`config.mk`:
```
export PLATFORM = sky130hd
export DESIGN_NAME = bit_stuff_destuff_codec
export DESIGN_NICKNAME = d
export VERILOG_FILES = /design/src/rtl/bsd_pkg.sv /design/src/rtl/bsd_front.sv /design/src/rtl/bsd_back.sv /design/src/rtl/bsd_outq.sv /design/src/rtl/bit_stuff_destuff_codec.sv
export SDC_FILE = /design/constraint.sdc
export NUM_CORES = 1
export LEC_CHECK = 0
export BUFFER_PORTS_ARGS = -buffer_cell sky130_fd_sc_hd__buf_2
export CAP_MARGIN = 20
export CORE_UTILIZATION = 42
export CTS_BUF_LIST = sky130_fd_sc_hd__clkbuf_16
export DETAILED_ROUTE_END_ITERATION = 12
export HOLD_SLACK_MARGIN = 0.1
export PLACE_DENSITY_LB_ADDON = 0.1
export SLEW_MARGIN = 30
export SYNTH_ARGS = -nofsm -noshare
export SYNTH_HDL_FRONTEND = slang
export SYNTH_SLANG_ARGS = --single-unit
```
`constraint.sdc`:
```
create_clock -name clk -period 7.7 [get_ports clk]
set_clock_uncertainty 0.05 [all_clocks]
set_input_delay 0.77 -clock clk [delete_from_list [all_inputs] [get_ports clk]]
set_output_delay 0.77 -clock clk [all_outputs]
set_load 0.01 [all_outputs]
```
`src/rtl/bsd_pkg.sv`:
```
// bsd_pkg: shared types and constants for the bit stuffing / destuffing codec
// no dependencies; imported by every module of the codec
`timescale 1ns / 1ps

package bsd_pkg;

	// fixed field widths
	localparam int BYTE_BITS       = 8;
	localparam int RUN_W           = 3;
	localparam int GATHER_W        = $clog2(BYTE_BITS);
	localparam int REM_W           = $clog2(BYTE_BITS + 1);
	localparam int MAX_RESULTS     = 10;
	localparam int NRES_W          = $clog2(MAX_RESULTS + 1);
	localparam int RUN_LENGTH_DEF  = 5;

	// result kind codes
	localparam logic KIND_LINE_BIT = 1'b0;
	localparam logic KIND_BYTE     = 1'b1;

	// direction register codes
	localparam logic DIR_STUFF     = 1'b0;
	localparam logic DIR_DESTUFF   = 1'b1;

	// operation chosen by the front for each transaction
	typedef enum logic {
		OP_STUFF   = 1'b0,
		OP_DESTUFF = 1'b1
	} op_t;

	// classified input transaction between front and back
	typedef struct packed {
		op_t                  op;
		logic [BYTE_BITS-1:0] in_byte;
		logic                 in_bit;
		logic                 som;
	} item_t;

	// one result transaction
	typedef struct packed {
		logic                 kind;
		logic                 out_bit;
		logic [BYTE_BITS-1:0] out_byte;
		logic                 last;
	} result_t;

	// handshake between the back and the result queue
	typedef struct packed {
		logic    valid;
		result_t data;
	} res_push_t;

endpackage

```
`src/rtl/bsd_front.sv`:
```
// bsd_front: input side of the codec; holds the direction register, tags each
// transaction with its operation and keeps it in a two-entry queue. uses bsd_pkg
`timescale 1ns / 1ps

module bsd_front (
	input  logic                          clk,
	input  logic                          arst_n,
	// input transaction channel
	input  logic                          push,
	output logic                          full,
	input  logic [bsd_pkg::BYTE_BITS-1:0] in_byte,
	input  logic                          in_bit,
	input  logic                          start_of_message,
	// configuration channel
	input  logic                          cfg_valid,
	output logic                          cfg_ready,
	input  logic                          cfg_data,
	// towards the back
	output logic                          q_valid,
	output bsd_pkg::item_t                q_item,
	input  logic                          q_take
);
	import bsd_pkg::*;

	logic      direction_q;
	item_t     entry_q [2];
	logic      wr_ptr_q;
	logic      rd_ptr_q;
	logic [1:0] cnt_q;
	logic      do_push;
	logic      do_pop;
	item_t     new_item;

	// configuration register, always ready
	assign cfg_ready = 1'b1;

	always_ff @(posedge clk or negedge arst_n) begin
		if (!arst_n) begin
			direction_q <= DIR_STUFF;
		end else if (cfg_valid) begin
			direction_q <= cfg_data;
		end
	end

	// classify the incoming transaction by direction
	always_comb begin
		new_item.op      = (direction_q == DIR_DESTUFF) ? OP_DESTUFF : OP_STUFF;
		new_item.in_byte = in_byte;
		new_item.in_bit  = in_bit;
		new_item.som     = start_of_message;
	end

	assign full    = (cnt_q == 2'd2);
	assign q_valid = (cnt_q != 2'd0);
	assign q_item  = entry_q[rd_ptr_q];
	assign do_push = push && !full;
	assign do_pop  = q_take && q_valid;

	// queue storage
	always_ff @(posedge clk) begin
		if (do_push) begin
			entry_q[wr_ptr_q] <= new_item;
		end
	end

	// queue pointers and fill level
	always_ff @(posedge clk or negedge arst_n) begin
		if (!arst_n) begin
			wr_ptr_q <= 1'b0;
			rd_ptr_q <= 1'b0;
			cnt_q    <= 2'd0;
		end else begin
			if (do_push) begin
				wr_ptr_q <= !wr_ptr_q;
			end
			if (do_pop) begin
				rd_ptr_q <= !rd_ptr_q;
			end
			cnt_q <= cnt_q + {1'b0, do_push} - {1'b0, do_pop};
		end
	end

	a_fill_bound: assert property (@(posedge clk) disable iff (!arst_n)
		cnt_q <= 2'd2)
		else $error("input queue overfilled");

	a_take_valid: assert property (@(posedge clk) disable iff (!arst_n)
		q_take |-> q_valid)
		else $error("back took from an empty input queue");

	a_fill_track: assert property (@(posedge clk) disable iff (!arst_n)
		(do_push && !do_pop) |=> (cnt_q == $past(cnt_q) + 2'd1))
		else $error("input queue level not tracking pushes");

endmodule

```
`src/rtl/bsd_back.sv`:
```
// bsd_back: run-length engine; stuffs one line bit per cycle while the result
// queue has room, or destuffs one line bit per transaction, and keeps the shared run state. uses bsd_pkg
`timescale 1ns / 1ps

module bsd_back #(
	parameter int RUN_LENGTH = bsd_pkg::RUN_LENGTH_DEF
) (
	input  logic               clk,
	input  logic               arst_n,
	// from the front
	input  logic               q_valid,
	input  bsd_pkg::item_t     q_item,
	output logic               q_take,
	// towards the result queue
	output bsd_pkg::res_push_t res,
	input  logic               res_ready
);
	import bsd_pkg::*;

	localparam logic [RUN_W-1:0] RUN_MAX = RUN_W'(RUN_LENGTH);

	// run and receive state
	logic [RUN_W-1:0]     run_q,   run_n;
	logic                 skip_q,  skip_n;
	logic [BYTE_BITS-1:0] shift_q, shift_n;
	logic [GATHER_W-1:0]  cnt_q,   cnt_n;
	// transmit sequencer
	logic                 busy_q,  busy_n;
	logic                 pend_q,  pend_n;
	logic [REM_W-1:0]     rem_q,   rem_n;
	logic [NRES_W-1:0]    nres_q,  nres_n;
	logic [BYTE_BITS-1:0] byte_q,  byte_n;

	// working values, taken from the new transaction on its first cycle
	logic                 start;
	logic                 clr;
	logic                 stuff_go;
	logic                 destuff_go;
	logic [RUN_W-1:0]     w_run;
	logic                 w_skip;
	logic [BYTE_BITS-1:0] w_shift;
	logic [GATHER_W-1:0]  w_cnt;
	logic                 w_pend;
	logic [REM_W-1:0]     w_rem;
	logic [NRES_W-1:0]    w_nres;
	logic [BYTE_BITS-1:0] w_byte;
	logic [RUN_W-1:0]     run_c;
	logic [BYTE_BITS-1:0] shift_c;
	logic                 stuffed;
	logic                 fin;
	logic                 emit;

	function automatic logic [RUN_W-1:0] run_q_inc(input logic [RUN_W-1:0] r);
		return r + RUN_W'(1);
	endfunction

	// next state and result
	always_comb begin
		start      = !busy_q && q_valid && res_ready;
		clr        = start && q_item.som;
		stuff_go   = (start && q_item.op == OP_STUFF) || (busy_q && res_ready);
		destuff_go = start && q_item.op == OP_DESTUFF;
		q_take     = start;

		w_run   = clr ? '0 : run_q;
		w_skip  = clr ? 1'b0 : skip_q;
		w_shift = clr ? '0 : shift_q;
		w_cnt   = clr ? '0 : cnt_q;
		w_pend  = start ? 1'b0 : pend_q;
		w_rem   = start ? REM_W'(BYTE_BITS) : rem_q;
		w_nres  = start ? '0 : nres_q;
		w_byte  = start ? q_item.in_byte : byte_q;

		run_n   = start ? w_run : run_q;
		skip_n  = start ? w_skip : skip_q;
		shift_n = start ? w_shift : shift_q;
		cnt_n   = start ? w_cnt : cnt_q;
		busy_n  = busy_q;
		pend_n  = pend_q;
		rem_n   = rem_q;
		nres_n  = nres_q;
		byte_n  = byte_q;

		run_c   = '0;
		shift_c = '0;
		stuffed = 1'b0;
		fin     = 1'b0;
		emit    = 1'b0;

		res.valid         = 1'b0;
		res.data.kind     = KIND_LINE_BIT;
		res.data.out_bit  = 1'b0;
		res.data.out_byte = '0;
		res.data.last     = 1'b0;

		if (stuff_go) begin
			// one line bit: a stuffed zero if pending, else the next data bit
			if (w_pend) begin
				fin              = (w_rem == '0);
				pend_n           = 1'b0;
				res.data.out_bit = 1'b0;
			end else begin
				run_c            = w_byte[BYTE_BITS-1] ? run_q_inc(w_run) : '0;
				stuffed          = (run_c == RUN_MAX);
				run_n            = stuffed ? '0 : run_c;
				pend_n           = stuffed;
				rem_n            = w_rem - REM_W'(1);
				byte_n           = {w_byte[BYTE_BITS-2:0], 1'b0};
				fin              = (w_rem == REM_W'(1)) && !stuffed;
				res.data.out_bit = w_byte[BYTE_BITS-1];
			end
			emit          = (w_nres < NRES_W'(MAX_RESULTS));
			res.valid     = emit;
			res.data.last = fin || (w_nres == NRES_W'(MAX_RESULTS - 1));
			nres_n        = emit ? w_nres + NRES_W'(1) : w_nres;
			busy_n        = !fin;
		end else if (destuff_go) begin
			// one received bit: drop it after a full run, else gather it
			if (w_skip) begin
				skip_n = 1'b0;
			end else begin
				shift_c = {w_shift[BYTE_BITS-2:0], q_item.in_bit};
				run_c   = q_item.in_bit ? run_q_inc(w_run) : '0;
				stuffed = (run_c == RUN_MAX);
				run_n   = stuffed ? '0 : run_c;
				skip_n  = stuffed;
				if (w_cnt == GATHER_W'(BYTE_BITS - 1)) begin
					res.valid         = 1'b1;
					res.data.kind     = KIND_BYTE;
					res.data.out_byte = shift_c;
					res.data.last     = 1'b1;
					cnt_n             = '0;
					shift_n           = '0;
				end else begin
					cnt_n   = w_cnt + GATHER_W'(1);
					shift_n = shift_c;
				end
			end
		end
	end

	// control and run state
	always_ff @(posedge clk or negedge arst_n) begin
		if (!arst_n) begin
			run_q   <= '0;
			skip_q  <= 1'b0;
			shift_q <= '0;
			cnt_q   <= '0;
			busy_q  <= 1'b0;
			pend_q  <= 1'b0;
			rem_q   <= '0;
			nres_q  <= '0;
		end else begin
			run_q   <= run_n;
			skip_q  <= skip_n;
			shift_q <= shift_n;
			cnt_q   <= cnt_n;
			busy_q  <= busy_n;
			pend_q  <= pend_n;
			rem_q   <= rem_n;
			nres_q  <= nres_n;
		end
	end

	// byte being sent out
	always_ff @(posedge clk) begin
		byte_q <= byte_n;
	end

	a_byte_is_last: assert property (@(posedge clk) disable iff (!arst_n)
		(res.valid && res.data.kind == KIND_BYTE) |-> res.data.last)
		else $error("recovered byte not marked last");

	a_nres_bound: assert property (@(posedge clk) disable iff (!arst_n)
		nres_q <= NRES_W'(MAX_RESULTS))
		else $error("result count past its limit");

	a_busy_work: assert property (@(posedge clk) disable iff (!arst_n)
		busy_q |-> (rem_q != '0 || pend_q))
		else $error("sequencer busy with nothing left to send");

	a_no_push_full: assert property (@(posedge clk) disable iff (!arst_n)
		!res_ready |-> !res.valid)
		else $error("result pushed into a full queue");

endmodule

```
`src/rtl/bsd_outq.sv`:
```
// bsd_outq: two-entry result queue between the back and the result ports
// uses bsd_pkg for the result types
`timescale 1ns / 1ps

module bsd_outq (
	input  logic                          clk,
	input  logic                          arst_n,
	// from the back
	input  bsd_pkg::res_push_t            res,
	output logic                          res_ready,
	// result channel
	output logic                          empty,
	input  logic                          pop,
	output logic                          kind,
	output logic                          out_bit,
	output logic [bsd_pkg::BYTE_BITS-1:0] out_byte,
	output logic                          last
);
	import bsd_pkg::*;

	result_t    entry_q [2];
	logic       wr_ptr_q;
	logic       rd_ptr_q;
	logic [1:0] cnt_q;
	logic       do_push;
	logic       do_pop;
	result_t    head;

	assign res_ready = (cnt_q != 2'd2);
	assign empty     = (cnt_q == 2'd0);
	assign do_push   = res.valid && res_ready;
	assign do_pop    = pop && !empty;

	// head of queue onto the ports
	assign head     = entry_q[rd_ptr_q];
	assign kind     = head.kind;
	assign out_bit  = head.out_bit;
	assign out_byte = head.out_byte;
	assign last     = head.last;

	// queue storage
	always_ff @(posedge clk) begin
		if (do_push) begin
			entry_q[wr_ptr_q] <= res.data;
		end
	end

	// pointers and fill level
	always_ff @(posedge clk or negedge arst_n) begin
		if (!arst_n) begin
			wr_ptr_q <= 1'b0;
			rd_ptr_q <= 1'b0;
			cnt_q    <= 2'd0;
		end else begin
			if (do_push) begin
				wr_ptr_q <= !wr_ptr_q;
			end
			if (do_pop) begin
				rd_ptr_q <= !rd_ptr_q;
			end
			cnt_q <= cnt_q + {1'b0, do_push} - {1'b0, do_pop};
		end
	end

	a_fill_bound: assert property (@(posedge clk) disable iff (!arst_n)
		cnt_q <= 2'd2)
		else $error("result queue overfilled");

	a_ptr_level: assert property (@(posedge clk) disable iff (!arst_n)
		(cnt_q == 2'd1) |-> (wr_ptr_q != rd_ptr_q))
		else $error("result queue pointers disagree with level");

	a_drain: assert property (@(posedge clk) disable iff (!arst_n)
		(cnt_q == 2'd1 && do_pop && !do_push) |=> empty)
		else $error("result queue not empty after last pop");

endmodule

```
`src/rtl/bit_stuff_destuff_codec.sv`:
```
// bit_stuff_destuff_codec: top level of the five-ones bit stuffing codec
// depends on bsd_pkg, bsd_front, bsd_back and bsd_outq
//
//   channel   handshake            payload
//   input     push / full          in_byte, in_bit, start_of_message
//   result    empty / pop          kind, out_bit, out_byte, last
//   config    cfg_valid/cfg_ready  cfg_data (direction)
//
// transmit: a byte gives 8 to 10 line bits, one per cycle while the result
//   queue has room; the next byte is taken only after the last bit is sent
// receive: one line bit, one transaction per cycle while results can be queued
// two-entry queues on both sides let input and results stall independently
// reset clears the run state, partial byte, queues and the direction (stuff)
`timescale 1ns / 1ps

module bit_stuff_destuff_codec #(
	parameter int RUN_LENGTH = bsd_pkg::RUN_LENGTH_DEF
) (
	input  logic                          clk,
	input  logic                          arst_n,
	// input channel
	input  logic                          push,
	output logic                          full,
	input  logic [bsd_pkg::BYTE_BITS-1:0] in_byte,
	input  logic                          in_bit,
	input  logic                          start_of_message,
	// result channel
	output logic                          empty,
	input  logic                          pop,
	output logic                          kind,
	output logic                          out_bit,
	output logic [bsd_pkg::BYTE_BITS-1:0] out_byte,
	output logic                          last,
	// configuration channel
	input  logic                          cfg_valid,
	output logic                          cfg_ready,
	input  logic                          cfg_data
);
	import bsd_pkg::*;

	logic      q_valid;
	item_t     q_item;
	logic      q_take;
	res_push_t res;
	logic      res_ready;

	// accept and classify
	bsd_front u_front (
		.clk              (clk),
		.arst_n           (arst_n),
		.push             (push),
		.full             (full),
		.in_byte          (in_byte),
		.in_bit           (in_bit),
		.start_of_message (start_of_message),
		.cfg_valid        (cfg_valid),
		.cfg_ready        (cfg_ready),
		.cfg_data         (cfg_data),
		.q_valid          (q_valid),
		.q_item           (q_item),
		.q_take           (q_take)
	);

	// stuff / destuff engine
	bsd_back #(
		.RUN_LENGTH (RUN_LENGTH)
	) u_back (
		.clk       (clk),
		.arst_n    (arst_n),
		.q_valid   (q_valid),
		.q_item    (q_item),
		.q_take    (q_take),
		.res       (res),
		.res_ready (res_ready)
	);

	// result queue
	bsd_outq u_outq (
		.clk       (clk),
		.arst_n    (arst_n),
		.res       (res),
		.res_ready (res_ready),
		.empty     (empty),
		.pop       (pop),
		.kind      (kind),
		.out_bit   (out_bit),
		.out_byte  (out_byte),
		.last      (last)
	);

	a_run_range: assert property (@(posedge clk) disable iff (!arst_n)
		(RUN_LENGTH >= 2) && (RUN_LENGTH <= 7))
		else $error("run length outside its supported range");

	a_kind_fields: assert property (@(posedge clk) disable iff (!arst_n)
		(!empty && kind == KIND_BYTE) |-> !out_bit)
		else $error("byte result carries a line bit");

	a_bit_fields: assert property (@(posedge clk) disable iff (!arst_n)
		(!empty && kind == KIND_LINE_BIT) |-> (out_byte == '0))
		else $error("line bit result carries a byte");

endmodule
```
Yosys cells after proc, flatten, opt, wreduce, memory -nomap -nowiden. Memory sizes are Yosys's and may differ from the RTL's. Cells that the tools add are included.

Bitwise gates (word level): 2. Magnitude comparators: 1. Add/sub/neg operators: 8. Mux-type cells: 52. Reduce and logical (&&, ||, !) cells: 26. Equal/unequal tests: 7.

Operator list (number): $mux W8 (8); $mux W3 (16); $mux W9 (3); $mux W1 (19); $mux W4 (3); $logic_and A1 B1 Y1 (11); $eq A3 B3 Y1 const B (3); $logic_not A1 Y1 (9); $add A3 B1 Y3 const B (2); $mux W2 (3); $add A2 B1 Y2 (2); $add A4 B1 Y4 const B (1); $eq A4 B1 Y1 const B (1); $eq A4 B4 Y1 const B (1); $logic_not A4 Y1 (1); $lt A4 B4 Y1 const B (1); $sub A2 B1 Y2 (2); $sub A4 B1 Y4 const B (1); $eq A2 B2 Y1 const B (1); $logic_not A2 Y1 (1); $logic_or A1 B1 Y1 (2); $ne A2 B2 Y1 const B (1); $not A1 Y1 (2); $reduce_and A2 Y1 (1); $reduce_bool A2 Y1 (1).

Bits in writable memories: 44. Register bits: 41. Bits of input ports: 16. Memories: 2. Output and inout port bits: 14. Word-level logic and storage cells: 115.

Memories: u_front.entry_q (words 2, bits a word 11, rd ports 1, clocked after Yosys merged registers in 0, write ports 1, line bsd_front.sv:26) `item_t entry_q [2];`; u_outq.entry_q (words 2, bits a word 11, rd ports 1, clocked after Yosys merged registers in 0, write ports 1, line bsd_outq.sv:21) `result_t entry_q [2];`.

Logic depth before layout (Yosys ltp). Gate-level depths: netlist (run 1).

Depth in word-level cells: 14. Gate-level depth with buffers: 13.

Hierarchy. From an unflattened synthesis (run 1), not the netlist that was laid out.

Cell total of the unflattened synthesis: 308. Area, all modules: 3856.2 um2.

By module, submodules not included: bsd_back (sequential area each 810.8 um2, times used 1, area an instance 1819.2 um2, cells each 201); bsd_front (sequential area each 785.8 um2, times used 1, area an instance 1044.8 um2, cells each 56); bsd_outq (sequential area each 760.7 um2, times used 1, area an instance 992.2 um2, cells each 51).

Worst setup path after synthesis (run 1). OpenSTA, ideal clock, no wires.

Kind: register to register. Start: register u_front.rd_ptr_q. End: memory u_outq.entry_q[0][0] (netlist bit) (enable). Slack: 4849 ps. Arrival time: 2419 ps. Stages on the path, launching flop included: 11. Library setup time: 382 ps. Path through: dfrtp_1 -> buf_4 -> mux2i_1 -> or4_1 -> buf_2 -> and2_1 -> ha_1 -> ha_1 -> buf_2 -> nand2_1 -> a21oi_1.

Cells in the longest elaborated chain, start to end: 11. Elaborated cells between the ends (all ways): 16.

RTL lines: from (decl) (line bsd_front.sv:28) `logic rd_ptr_q;`; from (signal assigned) (line bsd_front.sv:77) `rd_ptr_q <= !rd_ptr_q;`; $mem_v2 Z2 W11 *; $logic_and A1 B1 Y1 (line bsd_back.sv:60) `clr = start && q_item.som;`; $mux W3 (line bsd_back.sv:68) `w_cnt = clr ? '0 : cnt_q;`; $eq A3 B3 Y1 (line bsd_back.sv:127) `if (w_cnt == GATHER_W'(BYTE_BITS - 1)) begin`; $mux W2 (line bsd_back.sv:127); $mux W2 (line bsd_back.sv:119) `if (w_skip) begin`; $mux W2 (line bsd_back.sv:117) `end else if (destuff_go) begin`; $mux W1 * (line bsd_back.sv:96) `if (stuff_go) begin`; $logic_and A1 B1 Y1 * (line bsd_outq.sv:31) `assign do_push = res.valid && res_ready;`; $mux W1 * (line bsd_outq.sv:43) `if (do_push) begin`; $mux W1 (implied by the code) * (line bsd_outq.sv:44) `entry_q[wr_ptr_q] <= res.data;`; to (decl) (line bsd_outq.sv:21).

Every way passes the cells marked *; elsewhere a longest branch is shown, timed or not.

Worst setup path after layout (run 1).
Start: register u_front.rd_ptr_q. End: memory u_outq.entry_q[1][1] (netlist bit) (enable).

The elaborated chain is that of the path after synthesis.

==> impl_metrics.py, run 1 <==
metrics = {
    "critical_path": {
        "critPathRequiredTime_ps": 7610,
        "cp-end-kind": "flop",
        "worstPathArrival_ps": 3480,
        "cp_cell_sequence": "mux2i_1 > or4_1 > and2_1 > ha_1 > ha_1 > nand2_1 > nand2_1 > and2_1",
        "startpoint_type": "flop",
        "slowest_delay_ps": 760,
        "critical_path_class": "reg -> reg",
        "cp_slowest_cell": "dfrtp_1",
        "worst-path-max-fanout": 13,
        "reg2reg_depth": 8,
    },
    "finish": {
        "final_common_cell": "edfxtp_1",
        "nNetsFinal": 359,
        "drive_gt1_frac": 0.2047,
        "n_fill_cell": 788,
        "final_cell_mix": "51 x edfxtp_1, 33 x dfrtp_1, 29 x nand2_1",
        "multiInputGateArea_sq_mm": 0.001344,
        "seq_area_sq_mm": 0.002357,
        "diodes": 0,
        "syn_to_final_growth_pct": 13.72,
    },
    "yosys": {
        "synth_seq_cells": 84,
        "synthDistinctLibCells": 49,
        "synth-simple-area-share": 0.1241,
        "synth_seq_area_share": 0.6185,
        "synth_compound_area_frac": 0.08109,
        "synth_xor_xnor_area_share": 0.02988,
        "synth_fa_ha_area_frac": 0.03611,
        "synth-edff-count": 51,
        "syn-instance-count": 306,
        "synth-warning-count": 0,
        "synthArstFlopShare": 0.3929,
        "synth_top_family_by_area": "simple AND/OR/NAND/NOR gates",
        "avgSynthCellArea_sq_um": 12.45,
        "netlist_area_sq_mm": 0.003811,
        "synth_flop_cell": "edfxtp_1",
        "synth_nets": 333,
        "synth_mux_area_frac": 0.07879,
    },
    "clock_network": {
        "clk_pin_slew_ps": 60,
        "htree_levels": 3,
        "clockBufferDepth": 2,
        "holdBufCountCts": 0,
        "post_cts_buffers": 0,
        "cts_root_buf": "clkbuf_16",
        "cts_made_buffers": 9,
        "cts_tree": "done",
        "insertion_delay_ps": 330,
        "cts_sinks": 84,
        "cts-resized-gates": 0,
    },
    "timing": {
        "finalCritPeriodShare": 0.4639,
        "hold_viol_final": 0,
        "worst_pin_slew_ps": 784.8,
        "min_period_ps": 3572,
        "fmax_mhz": 279.9,
        "final_max_slew_viol_count": 0,
        "slew_headroom": 0.4768,
        "rsz0062_at_grt": "no",
        "setup_viol": 0,
        "tns_ps": 0,
    },
    "die": {
        "core_area_sq_mm": 0.008763,
        "die_w_um": 97.26,
        "ioPinCount": 30,
        "rows": 34,
        "start_util": 0.4349,
        "die-height_um": 97.26,
        "fp.dieArea_sq_mm": 0.009460,
    },
    "placed_design": {
        "gp_congestion": 0.8269,
        "port_buffers": 28,
        "post-dp-hpwl_um": 4459,
    },
    "power": {
        "ir_worst_vdd_mv": 0.1715,
        "p_leak_nw": 1.825,
        "cellPowerDensity_mw_per_mm2": 445.4,
        "p_total_mw": 1.930,
    },
    "global_routing": {
        "overflow": 0,
        "grt_pass1_wl_um": 11030,
        "grtUsageMet1": 0.1981,
        "grtUsageMet3": 0.04101,
        "met2_usage": 0.2378,
        "busiest_layer": "met2",
        "grt_pass1_vias": 2243,
        "antenna_found_initial": 0,
        "grt_max_degree": 34,
        "grt.total_usage": 0.1485,
    },
    "detailed_routing": {
        "drt_iter0_drc": 89,
        "ant_nets": 0,
        "drt_pass1_iterations": 4,
        "vias": 2290,
        "drc": 0,
        "wl_per_cell_um": 14.30,
        "drt_wl_total_um": 6362,
        "vias_per_cell": 5.146,
    },
    "outcome": {
        "status": "finished, final reports clean",
    },
    "hold_path": {
        "hold_depth": 0,
        "hold_class": "reg -> reg",
    },
    "flow_run": {
        "max_cap_viol_count": 0,
    },
}
[final cells by class]
class | instances | share of cell area
flip-flops and latches | 84 | 0.5439
multi-input cells | 194 | 0.3100
clock buffers | 9 | 0.05196
repair buffers | 28 | 0.03233
well taps | 108 | 0.03118
clock inverters | 7 | 0.01761
inverters | 15 | 0.01299
[worst paths after layout]
kind / slack (ps) / end / from
max: 4130 / u_outq.entry_q[1][1] / u_front.rd_ptr_q
min: 440 / u_front.entry_q[1][10] / u_front.direction_q
max reg2reg: 4130 / u_outq.entry_q[1][1] / u_front.rd_ptr_q
min reg2reg: 440 / u_front.entry_q[1][10] / u_front.direction_q
max in group asynchronous: 6620 / u_back.skip_q / arst_n
min in group asynchronous: 470 / u_outq.rd_ptr_q / arst_n
[Yosys cell counts, drive strengths merged, types with 5 or more instances]
cell type / count / area [sq um]
nor3b: 7 / 52.55
xnor2: 8 / 70.07
a21oi: 13 / 65.06
o31ai: 5 / 42.54
o21ai: 13 / 65.06
xor2: 5 / 43.79
nor2: 17 / 66.32
dfrtp: 33 / 825.8
clkbuf: 6 / 22.52
edfxtp: 51 / 1531
mux2: 16 / 180.2
inv: 15 / 56.30
buf: 7 / 37.53
and2: 16 / 100.1
mux2i: 12 / 120.1
nand2: 30 / 115.1
ha: 11 / 137.6
nand3: 10 / 55.05
[worst max-delay path: cells and delay by family (launching register included)]
family	cells	cell delay, ps
fa+ha+maj	2	460
flops	1	760
mux	1	490
simple gates	5	1440
[metal layers]
layer	vias to the layer above	wire, um
li1	1152	-
met1	1092	3092
met2	44	2999
met3	2	229
met4	0	41
met5	-	0
[flip-flops by register name, summed over array words and instances, names as in the netlist, 2 cells and up]
signal and count:
u_back.shift_q 7, u_outq.entry_q 22, u_back.run_q 3, u_outq.cnt_q 2, u_back.nres_q 4, u_back.byte_q 7, u_back.cnt_q 3, u_back.rem_q 4
u_front.entry_q 22, u_front.cnt_q 2
[through the flow]
| stage | utilization | setup slack, ps | hold slack (ps) | cell area (sq um) | instances |
|---|---|---|---|---|---|
| 5_1_grt | 0.4946 | 3751 | 456.6 | 4334 | 445 |
| 4_1_cts | 0.4943 | 4051 | 442.5 | 4332 | 445 |
| 3_5_place_dp | 0.4599 | 4055 | 421.3 | 4030 | 429 |
| 3_3_place_gp | 0.4595 | 3965 | 415.6 | 4026 | 429 |
| 2_1_floorplan | - | 4849 | 388.2 | 3811 | 306 |
| 6_report | 0.4946 | 4128 | 439.0 | 4334 | 445 |
[report_power, final]
group | internal, mW | switching [mW] | total, mW
combinational | 0.290 | 0.408 | 0.699
clock | 0.253 | 0.172 | 0.425
sequential | 0.699 | 0.108 | 0.806
total | 1.24 | 0.688 | 1.93
[kinds of logic (layout without fill, tap and decap cells)]
group | after synthesis | count (layout)
AO/OA/AOI/OAI | 48 | 48
XOR/XNOR | 13 | 13
adder cells (fa/ha/maj) | 11 | 11
buffers and inverters | 28 | 59
flip-flops | 84 | 84
multiplexers | 28 | 28
other | 1 | 1
AND/OR/NAND/NOR | 93 | 93
Note: power is estimated with default switching activity, not from simulation.
==> inputs of run 2 (changes only) <==
Clock period 7.7 ns to 3.3 ns, I/O delays scaled along.
==> run 2 against run 1 <==
  * Flip-flop and latch count stayed put
  * Global-route usage is 0.29 points higher
  * Largest power group unchanged
  * Routed wire length rose by 2.8%
  * Critical path type unchanged
==> impl_metrics.py, run 2 (synthesized netlist as in run 1, its figures left out) <==
metrics = {
    "outcome": {
        "status": "finished, final reports clean",
    },
    "placed_design": {
        "dpl.cell_count": 439,
        "dpl_worst_slack_ps": 417.3,
        "port_buffers": 28,
        "post-dp-hpwl_um": 4674,
        "gp_congestion": 0.8094,
    },
    "timing": {
        "layout_setup_ws_ps": 382.0,
        "fmax_mhz": 342.7,
        "min_period_ps": 2918,
        "hold_viol_final": 0,
        "rsz0062_at_grt": "no",
        "slew_headroom": 0.4689,
        "finalCritPeriodShare": 0.8842,
        "setup_viol": 0,
        "tns_ps": 0,
        "final_max_slew_viol_count": 0,
        "worst_pin_slew_ps": 796.6,
    },
    "clock_network": {
        "cts_sinks": 84,
        "cts-resized-gates": 0,
        "htree_levels": 3,
        "clk_pin_slew_ps": 60,
        "holdBufCountCts": 1,
        "post_cts_buffers": 0,
        "cts_made_buffers": 9,
        "insertion_delay_ps": 330,
        "cts_tree": "done",
        "cts_root_buf": "clkbuf_16",
        "clockBufferDepth": 2,
    },
    "detailed_routing": {
        "vias_per_cell": 5.105,
        "drt_iter0_drc": 127,
        "drt_wl_total_um": 6537,
        "drc": 0,
        "ant_nets": 0,
        "drt_pass1_iterations": 4,
        "wl_per_cell_um": 14.34,
        "vias": 2328,
    },
    "finish": {
        "syn_to_final_growth_pct": 15.92,
        "layout.cells.non_filler": 456,
        "diodes": 0,
        "final_common_cell": "edfxtp_1",
        "drive_gt1_frac": 0.2299,
        "reg_top3": "u_front.entry_q x22, u_outq.entry_q x22",
        "nNetsFinal": 370,
        "final_cell_mix": "51 x edfxtp_1, 33 x dfrtp_1, 29 x nand2_1",
    },
    "critical_path": {
        "worst-path-max-fanout": 9,
        "cp-end-kind": "flop",
        "worstPathArrival_ps": 2930,
        "startpoint_type": "flop",
        "reg2reg_slack_ps": 380,
        "critPathRequiredTime_ps": 3310,
        "critical_path_class": "reg -> reg",
        "reg2reg_depth": 10,
    },
    "global_routing": {
        "grt_pass1_wl_um": 11070,
        "grt.total_usage": 0.1514,
        "overflow": 0,
        "antenna_found_initial": 0,
        "grt_max_degree": 34,
        "grt_pass1_vias": 2217,
    },
    "power": {
        "ir_worst_vdd_mv": 0.5135,
        "cellPowerDensity_mw_per_mm2": 1041,
        "p_leak_nw": 1.867,
    },
    "die": {
        "start_util": 0.4349,
        "ioPinCount": 30,
        "core_area_sq_mm": 0.008763,
        "die_w_um": 97.26,
        "fp.dieArea_sq_mm": 0.009460,
        "die-height_um": 97.26,
        "rows": 34,
    },
    "hold_path": {
        "hold_depth": 1,
        "hold_class": "in -> reg",
    },
    "flow_run": {
        "max_cap_viol_count": 0,
    },
}
## run 2: worst max-delay path, cell delays in order, from the launching register on
cell     delay (ps)
dfrtp_1         420
nor2b_1         170
or4_1           640
nand2_1         200
inv_1            70
ha_1            290
nand3_1         130
o21a_1          120
nand3_1         120
o31ai_2         300
nand3_1         130
## run 2: stage by stage
step | utilization | total power [mW] | area (sq um) | hold slack (ps)
after floorplan | - | 3.116 | 3811 | -15.59
after global routing | 0.5041 | 4.957 | 4418 | 115.0
final | 0.5041 | 4.600 | 4418 | 134.6
after detailed placement | 0.4684 | 3.652 | 4105 | 417.6
after global placement | 0.4680 | 3.628 | 4101 | 412.4
after CTS | 0.5039 | 4.675 | 4415 | 116.3
## run 2: final timing paths
kind | start | to
min reg2reg | u_front.direction_q | u_front.entry_q[1][10]
max in group asynchronous | arst_n | u_outq.cnt_q[0]
min in group asynchronous | arst_n | u_back.nres_q[0]
max | u_outq.cnt_q[1] | u_outq.entry_q[1][0]
min | in_byte[3] | u_front.entry_q[0][5]
max reg2reg | u_outq.cnt_q[1] | u_outq.entry_q[1][0]
## run 2: area by class of cell
class                      instances  area, sq um
clock buffer                       9        225.2
clock inverter                     7        75.07
fill                             769         4345
inverter                          15        56.30
multi-input combinational        194         1344
sequential                        84         2357
tap                              108        135.1
timing repair buffer              39        225.2
## run 2: power by group
part           internal, mW  switching, mW  total (mW)
combinational         0.747           1.01        1.76
clock                 0.588          0.407       0.995
sequential             1.63          0.215        1.84
## run 2: per-layer routing
layer  wire length [um]  GRT usage
met1               3188     0.2082
met2               3066     0.2286
met3                237    0.04029
met4                 45    0.06109
met5                  0          0
